==> config.mk <==
export PLATFORM = sky130hd
export DESIGN_NAME = mwtq_engine
export DESIGN_NICKNAME = d
export VERILOG_FILES = /design/src/mwtq_pkg.sv /design/src/mwtq_engine.sv
export SDC_FILE = /design/constraint.sdc
export NUM_CORES = 1
export LEC_CHECK = 0
export ABC_AREA = 1
export BUFFER_PORTS_ARGS = -buffer_cell sky130_fd_sc_hd__buf_2
export CORE_UTILIZATION = 54
export DETAILED_ROUTE_END_ITERATION = 8
export HOLD_SLACK_MARGIN = 0.08
export PLACE_DENSITY_LB_ADDON = 0.12
export SETUP_SLACK_MARGIN = 0.05
export SLEW_MARGIN = 30
export SYNTH_ARGS = -nofsm -noshare
export SYNTH_HDL_FRONTEND = slang
export SYNTH_SLANG_ARGS = --single-unit
export TNS_END_PERCENT = 5
==> constraint.sdc <==
create_clock -name clk -period 4.02 [get_ports clk]
set_input_delay 0 -clock clk [delete_from_list [all_inputs] [get_ports clk]]
set_output_delay 0 -clock clk [all_outputs]
set_load 0.02 [all_outputs]
==> src/mwtq_pkg.sv <==
`default_nettype none

package mwtq_pkg;

    localparam int MAX_WORKERS      = 4;
    localparam int SLOTS_PER_WORKER = 64;
    localparam int DATA_WIDTH       = 32;

    localparam int WORKER_W    = (MAX_WORKERS > 1) ? $clog2(MAX_WORKERS) : 1;
    localparam int SLOT_W      = $clog2(SLOTS_PER_WORKER);
    localparam int IDX_W       = SLOT_W + 1;
    localparam int ADDR_W      = WORKER_W + SLOT_W;
    localparam int TOTAL_SLOTS = MAX_WORKERS * SLOTS_PER_WORKER;
    localparam int COUNT_W     = $clog2(MAX_WORKERS + 1);
    localparam int ID_W        = 32;
    localparam int ENTRY_W     = ID_W + DATA_WIDTH;

    localparam int CFG_W   = 3;
    localparam int PADDR_W = 3;
    localparam int PDATA_W = 32;

    localparam logic [PADDR_W-3:0] REG_ACTIVE_WORKERS = 1'b0;
    localparam logic [CFG_W-1:0]   ACTIVE_RESET       = 3'd4;

    typedef enum logic [1:0] {
        ST_ADDED = 2'd0,
        ST_FULL  = 2'd1,
        ST_TAKEN = 2'd2,
        ST_NONE  = 2'd3
    } status_t;

    typedef enum logic {
        ACT_ADD  = 1'b0,
        ACT_TAKE = 1'b1
    } action_t;

    typedef struct packed {
        action_t               action;
        logic [1:0]            requester;
        logic [DATA_WIDTH-1:0] payload;
    } cmd_t;

    typedef struct packed {
        status_t               status;
        logic [WORKER_W-1:0]   worker;
        logic [ID_W-1:0]       task_id;
        logic [DATA_WIDTH-1:0] data;
    } res_t;

endpackage

`default_nettype wire

==> src/mwtq_engine.sv <==
`default_nettype none

module mwtq_engine (
    input  wire logic                        clk,
    input  wire logic                        rst_n,
    input  wire logic [mwtq_pkg::CFG_W-1:0]   cfg_workers,
    input  wire logic                        start,
    input  wire mwtq_pkg::cmd_t              cmd,
    output logic                             busy,
    output logic                             res_valid,
    input  wire logic                        res_take,
    output mwtq_pkg::res_t                   res,
    output logic                             ram_we,
    output logic      [mwtq_pkg::ADDR_W-1:0]  ram_addr,
    output logic      [mwtq_pkg::ENTRY_W-1:0] ram_wdata,
    input  wire logic [mwtq_pkg::ENTRY_W-1:0] ram_rdata
);

    localparam int R_W = mwtq_pkg::COUNT_W + 2;

    typedef enum logic [1:0] {
        S_IDLE,
        S_SCAN,
        S_FETCH,
        S_DONE
    } state_t;

    state_t                              state_reg;
    mwtq_pkg::action_t                   action_reg;
    logic [mwtq_pkg::DATA_WIDTH-1:0]     payload_reg;
    logic [mwtq_pkg::WORKER_W-1:0]       worker_reg;
    logic [mwtq_pkg::COUNT_W-1:0]        k_reg;
    logic [mwtq_pkg::IDX_W-1:0]          rd_idx_reg [mwtq_pkg::MAX_WORKERS];
    logic [mwtq_pkg::IDX_W-1:0]          wr_idx_reg [mwtq_pkg::MAX_WORKERS];
    logic [mwtq_pkg::TOTAL_SLOTS-1:0]    occ_reg;
    logic [mwtq_pkg::ID_W-1:0]           next_id_reg;
    mwtq_pkg::res_t                      res_reg;

    logic [mwtq_pkg::COUNT_W-1:0]        count;
    logic [mwtq_pkg::IDX_W-1:0]          cur_idx;
    logic [mwtq_pkg::IDX_W-1:0]          span;
    logic [mwtq_pkg::ADDR_W-1:0]         slot_addr;
    logic                                slot_busy;
    logic                                last_worker;
    logic [mwtq_pkg::WORKER_W-1:0]       next_worker;

    function automatic logic [mwtq_pkg::COUNT_W-1:0] workers_in_use(
        input logic [mwtq_pkg::CFG_W-1:0] cfg
    );
        logic [mwtq_pkg::COUNT_W-1:0] n;
        if (cfg == '0)
        begin
            n = mwtq_pkg::COUNT_W'(1);
        end
        else if (32'(cfg) > 32'(mwtq_pkg::MAX_WORKERS))
        begin
            n = mwtq_pkg::COUNT_W'(mwtq_pkg::MAX_WORKERS);
        end
        else
        begin
            n = mwtq_pkg::COUNT_W'(cfg);
        end
        return n;
    endfunction

    // requester mod count, requester is below four
    function automatic logic [mwtq_pkg::WORKER_W-1:0] start_worker(
        input logic [1:0]                   req,
        input logic [mwtq_pkg::COUNT_W-1:0] cnt
    );
        logic [R_W-1:0] r;
        r = R_W'(req);
        for (int i = 0; i < 3; i++)
        begin
            if (r >= R_W'(cnt))
            begin
                r = r - R_W'(cnt);
            end
        end
        return mwtq_pkg::WORKER_W'(r);
    endfunction

    always_comb
    begin
        count       = workers_in_use(cfg_workers);
        cur_idx     = (action_reg == mwtq_pkg::ACT_TAKE) ? rd_idx_reg[worker_reg]
                                                         : wr_idx_reg[worker_reg];
        span        = wr_idx_reg[worker_reg] - rd_idx_reg[worker_reg];
        slot_addr   = {worker_reg, cur_idx[mwtq_pkg::SLOT_W-1:0]};
        slot_busy   = occ_reg[slot_addr];
        last_worker = ((k_reg + mwtq_pkg::COUNT_W'(1)) == count);
        next_worker = ((mwtq_pkg::COUNT_W'(worker_reg) + mwtq_pkg::COUNT_W'(1)) == count)
                      ? '0 : worker_reg + mwtq_pkg::WORKER_W'(1);
    end

    always_ff @(posedge clk or negedge rst_n)
    begin
        if (!rst_n)
        begin
            state_reg   <= S_IDLE;
            action_reg  <= mwtq_pkg::ACT_ADD;
            payload_reg <= '0;
            worker_reg  <= '0;
            k_reg       <= '0;
            occ_reg     <= '0;
            next_id_reg <= '0;
            res_reg     <= '0;
            for (int w = 0; w < mwtq_pkg::MAX_WORKERS; w++)
            begin
                rd_idx_reg[w] <= '0;
                wr_idx_reg[w] <= '0;
            end
        end
        else
        begin
            unique case (state_reg)
                S_IDLE:
                begin
                    if (start)
                    begin
                        action_reg  <= cmd.action;
                        payload_reg <= cmd.payload;
                        k_reg       <= '0;
                        worker_reg  <= (cmd.action == mwtq_pkg::ACT_TAKE)
                                       ? start_worker(cmd.requester, count) : '0;
                        state_reg   <= S_SCAN;
                    end
                end
                S_SCAN:
                begin
                    if (action_reg == mwtq_pkg::ACT_ADD)
                    begin
                        priority if (!slot_busy)
                        begin
                            occ_reg[slot_addr] <= 1'b1;
                            next_id_reg        <= next_id_reg + mwtq_pkg::ID_W'(1);
                            res_reg            <= '{status: mwtq_pkg::ST_ADDED,
                                                    worker: worker_reg,
                                                    task_id: next_id_reg,
                                                    data: '0};
                            state_reg          <= S_DONE;
                        end
                        else if (!span[mwtq_pkg::IDX_W-1])
                        begin
                            wr_idx_reg[worker_reg] <= cur_idx + mwtq_pkg::IDX_W'(1);
                        end
                        else if (last_worker)
                        begin
                            res_reg   <= '{status: mwtq_pkg::ST_FULL, worker: '0,
                                           task_id: '0, data: '0};
                            state_reg <= S_DONE;
                        end
                        else
                        begin
                            worker_reg <= next_worker;
                            k_reg      <= k_reg + mwtq_pkg::COUNT_W'(1);
                        end
                    end
                    else
                    begin
                        priority if (slot_busy)
                        begin
                            occ_reg[slot_addr] <= 1'b0;
                            res_reg            <= '{status: mwtq_pkg::ST_TAKEN,
                                                    worker: worker_reg,
                                                    task_id: '0, data: '0};
                            state_reg          <= S_FETCH;
                        end
                        else if (span != '0)
                        begin
                            rd_idx_reg[worker_reg] <= cur_idx + mwtq_pkg::IDX_W'(1);
                        end
                        else if (last_worker)
                        begin
                            res_reg   <= '{status: mwtq_pkg::ST_NONE, worker: '0,
                                           task_id: '0, data: '0};
                            state_reg <= S_DONE;
                        end
                        else
                        begin
                            worker_reg <= next_worker;
                            k_reg      <= k_reg + mwtq_pkg::COUNT_W'(1);
                        end
                    end
                end
                S_FETCH:
                begin
                    res_reg.task_id <= ram_rdata[mwtq_pkg::ENTRY_W-1:mwtq_pkg::DATA_WIDTH];
                    res_reg.data    <= ram_rdata[mwtq_pkg::DATA_WIDTH-1:0];
                    state_reg       <= S_DONE;
                end
                S_DONE:
                begin
                    if (res_take)
                    begin
                        state_reg <= S_IDLE;
                    end
                end
                default:
                begin
                    state_reg <= S_IDLE;
                end
            endcase
        end
    end

    assign busy      = (state_reg != S_IDLE);
    assign res_valid = (state_reg == S_DONE);
    assign res       = res_reg;
    assign ram_we    = (state_reg == S_SCAN) && (action_reg == mwtq_pkg::ACT_ADD) && !slot_busy;
    assign ram_addr  = slot_addr;
    assign ram_wdata = {next_id_reg, payload_reg};

endmodule

`default_nettype wire

==> flow_metrics.env, run 1 <==
export IMPL_status="finished with violations"
export IMPL_violations="setup timing"
export IMPL_yosysUniqueCellTypes=43
export IMPL_holdPathStages=3
export IMPL_die_h_microns=212
export IMPL_cp_arrival_ns=4.71
export IMPL_hpwl_microns=48000
export IMPL_r2r_start="worker_reg[0]"
export IMPL_path_clk_slew_ns=0.06
export IMPL_drv_slew=0
export IMPL_cts_max_level=2
export IMPL_drive_gt1_frac=0.207
export IMPL_stdcell_count=4009
export IMPL_p_leak_nw=15.5
export IMPL_met2_usage=0.578
export IMPL_cts_root_buffer="clkbuf_16"
export IMPL_postRouteAntennaNets=0
export IMPL_worstHoldStart="cmd[22]"
export IMPL_power_mw=29.4
export IMPL_fin_area_sq_um=31200
export IMPL_ys_seq_area_frac=0.474
export IMPL_synthArstFlopShare=1.00
export IMPL_dpl_cell_area_sq_um=26700
export IMPL_fin_util=0.719
export IMPL_grt_overflow=0
export IMPL_netlist_area_sq_um=23900
export IMPL_grt_start_max_net_pins=111
export IMPL_dieArea_sq_um=45000
export IMPL_cts_buffer_depth=3
export IMPL_ys_warn_count=0
export IMPL_slew_headroom=0.362
export IMPL_dr_pass1_iters=6
export IMPL_grt_busiest_layer="met2"
export IMPL_synth_main_ff_cell="dfrtp_1"
export IMPL_area_delta_synth_final_pct=30.5
export IMPL_via_count=23720
export IMPL_post_place_cells=3742
export IMPL_tightest_slew_ns=0.958
export IMPL_grt_usage=0.348
export IMPL_fin_crit_ns=4.19
export IMPL_synth_avg_cell_area_sq_um=8.02
export IMPL_io_pins=249
export IMPL_fillers=3267
export IMPL_irDropWorstVdd_mv=0.765
export IMPL_drt_total_wl_microns=85200
export IMPL_initial_core_util=0.550
export IMPL_reg2reg_slack_ns=-0.17
export IMPL_core_sq_um=43400
export IMPL_grt_pass1_vias=21939
export IMPL_synthCells=2976
export IMPL_synth_enable_flop_cells=0
export IMPL_wire_per_inst_microns=21.2
export IMPL_pre_cts_ws_ns=-0.322
export IMPL_start_kind="flop"
export IMPL_max_freq_mhz=239
export IMPL_setup_viol=146
export IMPL_rr_worst_depth=26
export IMPL_rsz0062_at_grt="true"
export IMPL_grt_util_met1=0.450
export IMPL_hp_class="in -> reg"
export IMPL_powerDensity_nw_per_um2=944
export IMPL_drc_errors=0
export IMPL_cts_tree="done"
export IMPL_dr_first_iter_drc_count=2737
export IMPL_clock_sinks=452
export IMPL_endpoint_kind="flop"
export IMPL_maxCapViolCount=0
export IMPL_vias_per_cell=5.92
export IMPL_clkLatencyLatePin_ns=0.61
export IMPL_crit_fanout=19
export IMPL_synth_seq_cells=452
export IMPL_critPathKind="reg -> reg"
export IMPL_finalClockSkew_ns=0.0202
export IMPL_die_w_microns=212
export IMPL_fin_nets=3523
export IMPL_gp_congestion=0.900
export IMPL_antenna_found_initial=1
export IMPL_cts_made_buffers=50
export IMPL_critical_path_required_ns=4.54
export IMPL_grt_pass1_wl_microns=122000
export IMPL_finalHoldViolCount=0
export IMPL_rows=76
export IMPL_grt_use_met3=0.0551
export IMPL_synth_nets=3117
export IMPL_holdPathEnd="payload_reg[22]"
export IMPL_finalCritPeriodShare=1.04
export IMPL_portBuffers=248
export IMPL_fin_ws_ns=-0.171
==> how the worst max path moves through the flow <==
stage / startpoint / to / slack (ns) / cells after the start
after floorplan: worker_reg[1] / flop / 0.03 / 25
after global placement: worker_reg[0] / flop / -0.20 / 26
after detailed placement: worker_reg[0] / flop / -0.32 / 26
after CTS: worker_reg[0] / flop / 0.05 / 28
after global routing: worker_reg[0] / flop / -0.31 / 27
final: worker_reg[0] / flop / -0.17 / 26
==> timing repair <==
action                                  in CTS  in global routing
buffers inserted                            14                 24
hold buffers                               102                  1
endpoints found under the hold margin      210                 49
cloned                                      11                 21
pin swaps                                   13                 37
resized for setup                           48                 65
endpoints found under the setup margin     370                386
==> power by group <==
part           total (mW)  switching (mW)  internal, mW
Combinational        17.8            11.3          6.46
Sequential           6.67           0.788          5.88
Clock                4.93            1.97          2.96
Total                29.4            14.1          15.3
==> per-stage QoR <==
stage | hold slack (ns) | TNS [ns]
CTS | 0.122 | 0
detailed placement | 0.159 | -66.72
global placement | 0.145 | -31.73
finish | 0.171 | -9.19
floorplan | -0.296 | 0
global route | 0.181 | -35.96
==> routing by layer <==
| metal | vias to the layer above | wire length, microns | share of wire |
|---|---|---|---|
| li1 | 10747 | - | - |
| met1 | 11356 | 32800 | 0.38 |
| met2 | 1302 | 40100 | 0.47 |
| met3 | 315 | 7810 | 0.092 |
| met4 | 0 | 4560 | 0.053 |
| met5 | - | 0 | 0 |
==> synth_stat cells, drive strengths merged (46+ instances only) <==
cell type	instances	area (sq um)
nand2	763	2880
dfrtp	452	11300
a21oi	268	1340
inv	260	978
a31oi	227	1420
o21ai	194	997
nor2	151	597
clkbuf	149	559
nand3	124	631
nand3b	80	601
buf	77	429
mux2	46	518
==> critical path, cell delays in order, from the launching register on <==
cell,delay [ns]
dfrtp_2,0.49
buf_6,0.16
nand2_2,0.06
nand3_2,0.09
nand3_4,0.24
nand2_8,0.18
buf_6,0.16
buf_8,0.14
o211ai_1,0.17
nand2_1,0.12
nand2_1,0.07
nand2_1,0.09
o21ai_2,0.22
nand3_1,0.12
nand3_2,0.12
nand2_2,0.07
inv_2,0.09
ha_4,0.22
nor2_4,0.21
buf_6,0.15
nand2_4,0.07
buf_4,0.16
nor2_4,0.11
buf_12,0.15
buf_12,0.15
a21oi_1,0.09
a31oi_1,0.19
==> final cells by class <==
cell class	count	area (sq um)	area share
antenna	1	2.50	0.0000803
clock buffer	70	1520	0.0488
clock inverter	23	262	0.00839
inverter	264	1010	0.0324
multi-input combinational	2036	11000	0.354
sequential	452	11300	0.363
tap	585	732	0.0235
timing repair buffer	577	5300	0.170
timing repair inverter	1	5.00	0.000161
==> cells by family after synthesis <==
| logic type | Yosys count | synth area share |
|---|---|---|
| AND/OR/NAND/NOR | 1167 | 0.209 |
| buffers and inverters | 490 | 0.0830 |
| AO/OA/AOI/OAI | 717 | 0.166 |
| multiplexers | 68 | 0.0309 |
| adder cells (fa/ha/maj) | 35 | 0.0193 |
| XOR/XNOR | 47 | 0.0172 |
| flip-flops | 452 | 0.474 |
==> cell usage in the layout, fill, tap and decap left out, drive strengths merged, types with 3 or more instances in the layout <==
master	n
a21oi	268
a31oi	227
buf	455
bufinv	5
clkbuf	87
clkinv	17
clkinvlp	6
dfrtp	452
dlygate4sd3	103
fa	3
ha	32
inv	260
mux2	46
mux2i	22
nand2	765
nand3	124
nand3b	80
nand4	18
nor2	151
nor3	23
nor4	6
o211ai	13
o21a	9
o21ai	194
xnor2	9
xor2	38
No activity file was read; power rests on OpenSTA's default activity.
==> inputs of run 2 (changes only) <==
--- a/config.mk
+++ b/config.mk
@@ -10,6 +10,7 @@
 export CORE_UTILIZATION = 54
 export DETAILED_ROUTE_END_ITERATION = 8
 export HOLD_SLACK_MARGIN = 0.08
+export MAX_ROUTING_LAYER = met4
 export PLACE_DENSITY_LB_ADDON = 0.12
 export SETUP_SLACK_MARGIN = 0.05
 export SLEW_MARGIN = 30
==> run 2 against run 1 <==
The flow still finishes with violations (setup timing). Worst hold slack got worse by 0.0019 ns. Cell count barely moved. Count of clock-buffer cells in the layout rose by 10. Sequential cell count did not move. Critical path depth rose by 1. Die area did not move. Sequential share of layout area rose by 0.21 points. Clock skew rose by 0.0057 ns. Final area fell by 0.57%. Critical path type unchanged.
==> flow_metrics.env, run 2 (same netlist as run 1, synthesis figures left out) <==
export IMPL_cts_buffer_depth=3
export IMPL_dieArea_sq_um=45000
export IMPL_antenna_found_initial=0
export IMPL_max_freq_mhz=245
export IMPL_gp_congestion=0.919
export IMPL_drt_total_wl_microns=83900
export IMPL_grt_usage=0.354
export IMPL_clock_sinks=452
export IMPL_p_leak_nw=15.4
export IMPL_grt_pass1_wl_microns=121000
export IMPL_critical_path_required_ns=4.48
export IMPL_grt_overflow=0
export IMPL_setup_viol=44
export IMPL_die_w_microns=212
export IMPL_maxCapViolCount=0
export IMPL_cp_arrival_ns=4.54
export IMPL_hpwl_microns=48800
export IMPL_worst_path_stages=27
export IMPL_met2_usage=0.562
export IMPL_area_delta_synth_final_pct=29.8
export IMPL_fin_area_sq_um=31000
export IMPL_cts_max_level=2
export IMPL_powerDensity_nw_per_um2=923
export IMPL_clkLatencyLatePin_ns=0.61
export IMPL_crit_family="simple AND/OR/NAND/NOR gates"
export IMPL_grt_busiest_layer="met2"
export IMPL_final_common_cell="nand2_1"
export IMPL_slowest_delay_ns=0.49
export IMPL_grt_use_met3=0.0598
export IMPL_drive_gt1_frac=0.201
export IMPL_pre_cts_ws_ns=-0.358
export IMPL_worst_path_most_repeated_cell="nand2_1"
export IMPL_dr_first_iter_drc_count=2767
export IMPL_rsz0062_at_grt="true"
export IMPL_initial_core_util=0.550
export IMPL_stdcell_count=4006
export IMPL_drc_errors=0
export IMPL_core_sq_um=43400
export IMPL_hp_class="in -> reg"
export IMPL_finalCritPeriodShare=1.01
export IMPL_holdPathStages=3
export IMPL_wire_per_inst_microns=21.0
export IMPL_dpl_cell_area_sq_um=26800
export IMPL_crit_buf_inv=8
export IMPL_status="finished with violations"
export IMPL_rr_worst_depth=27
export IMPL_finalHoldViolCount=0
export IMPL_fin_crit_ns=4.08
export IMPL_endpoint_kind="flop"
export IMPL_postRouteAntennaNets=0
export IMPL_grt_pass1_vias=21969
export IMPL_crit_fanout=55
export IMPL_irDropWorstVdd_mv=0.716
export IMPL_fin_tns_setup_ns=-0.618
export IMPL_io_pins=249
export IMPL_post_place_cells=3745
export IMPL_grt_util_met1=0.448
export IMPL_cts_root_buffer="clkbuf_16"
export IMPL_critPathSlowestCell="dfrtp_2"
export IMPL_violations="setup timing"
export IMPL_mostFrequentLayoutCells="nand2_1 (749), dfrtp_1 (450), a21oi_1 (268)"
export IMPL_vias_per_cell=5.89
export IMPL_drv_slew=0
export IMPL_critPathKind="reg -> reg"
export IMPL_finalClockSkew_ns=0.0259
export IMPL_path_clk_slew_ns=0.06
export IMPL_dr_pass1_iters=5
export IMPL_fin_ws_ns=-0.0564
export IMPL_fin_nets=3523
export IMPL_slew_headroom=0.467
export IMPL_rows=76
export IMPL_die_h_microns=212
export IMPL_grt_start_max_net_pins=103
export IMPL_tightest_slew_ns=0.800
export IMPL_via_count=23585
export IMPL_portBuffers=248
export IMPL_cts_made_buffers=50
export IMPL_start_kind="flop"
export IMPL_cts_tree="done"
export IMPL_antenna_cells=0
[run 2: changes by cell type in the layout (fill, tap and decap cells not counted), sizes merged, moves of 2 or more]
cell,before,now
buf,455,451
clkbuf,87,103
clkinv,17,10
bufinv,5,3
clkinvlp,6,2
[run 2: worst paths after layout]
check / to / slack, ns / startpoint
min: payload_reg[22] / 0.17 / cmd[22]
min reg2reg: res[64] / 0.47 / res[64]
max reg2reg: res[19] / -0.06 / worker_reg[0]
max: res[19] / -0.06 / worker_reg[0]
max in group asynchronous: asynchronous set/reset pin / 2.55 / rst_n
min in group asynchronous: rd_idx_reg[25] / 0.58 / rst_n
[run 2: per-layer routing]
metal,part of all wire,wire length (microns),vias to the layer above
met3,0.090,7530,304
met2,0.47,39400,1284
met5,0,0,-
li1,-,-,10744
met1,0.39,32500,11253
met4,0.053,4450,0
[run 2: through the flow]
step	hold WS, ns	total power [mW]	utilization
CTS	0.143	26.4	0.686
floorplan	-0.296	16.0	-
finish	0.169	28.6	0.714
global placement	0.201	20.9	0.618
global route	0.168	30.1	0.714
detailed placement	-0.0164	21.1	0.618
[run 2: final cells by class]
cell class,count,area (sq um)
clock buffers,80,1490
clock inverters,11,139
fillers,3329,12400
inverters,264,1010
multi-input cells,2035,10900
flip-flops and latches,452,11300
well taps,585,732
repair buffers,578,5350
repair inverters,1,6.26
[run 2: tightest hold or removal path, cell delays in order]
cell and delay (ns):
dlygate4sd3_1 0.52, buf_2 0.09, mux2_2 0.13
[run 2: what timing repair did]
item / 4_1_cts / 5_1_grt
endpoints found under the setup margin: 349 / 387
gates cloned: 3 / 33
hold endpoints to repair: 348 / 0
setup buffers: 3 / 27
resized for setup: 23 / 80
hold buffers: 104 / 0
pin swaps: 3 / 33
[run 2: report_power, final]
| group | switching (mW) | total (mW) | internal, mW |
|---|---|---|---|
| combinational | 11.0 | 17.3 | 6.26 |
| sequential | 0.784 | 6.67 | 5.88 |
| clock | 1.91 | 4.62 | 2.71 |
| total | 13.7 | 28.6 | 14.8 |
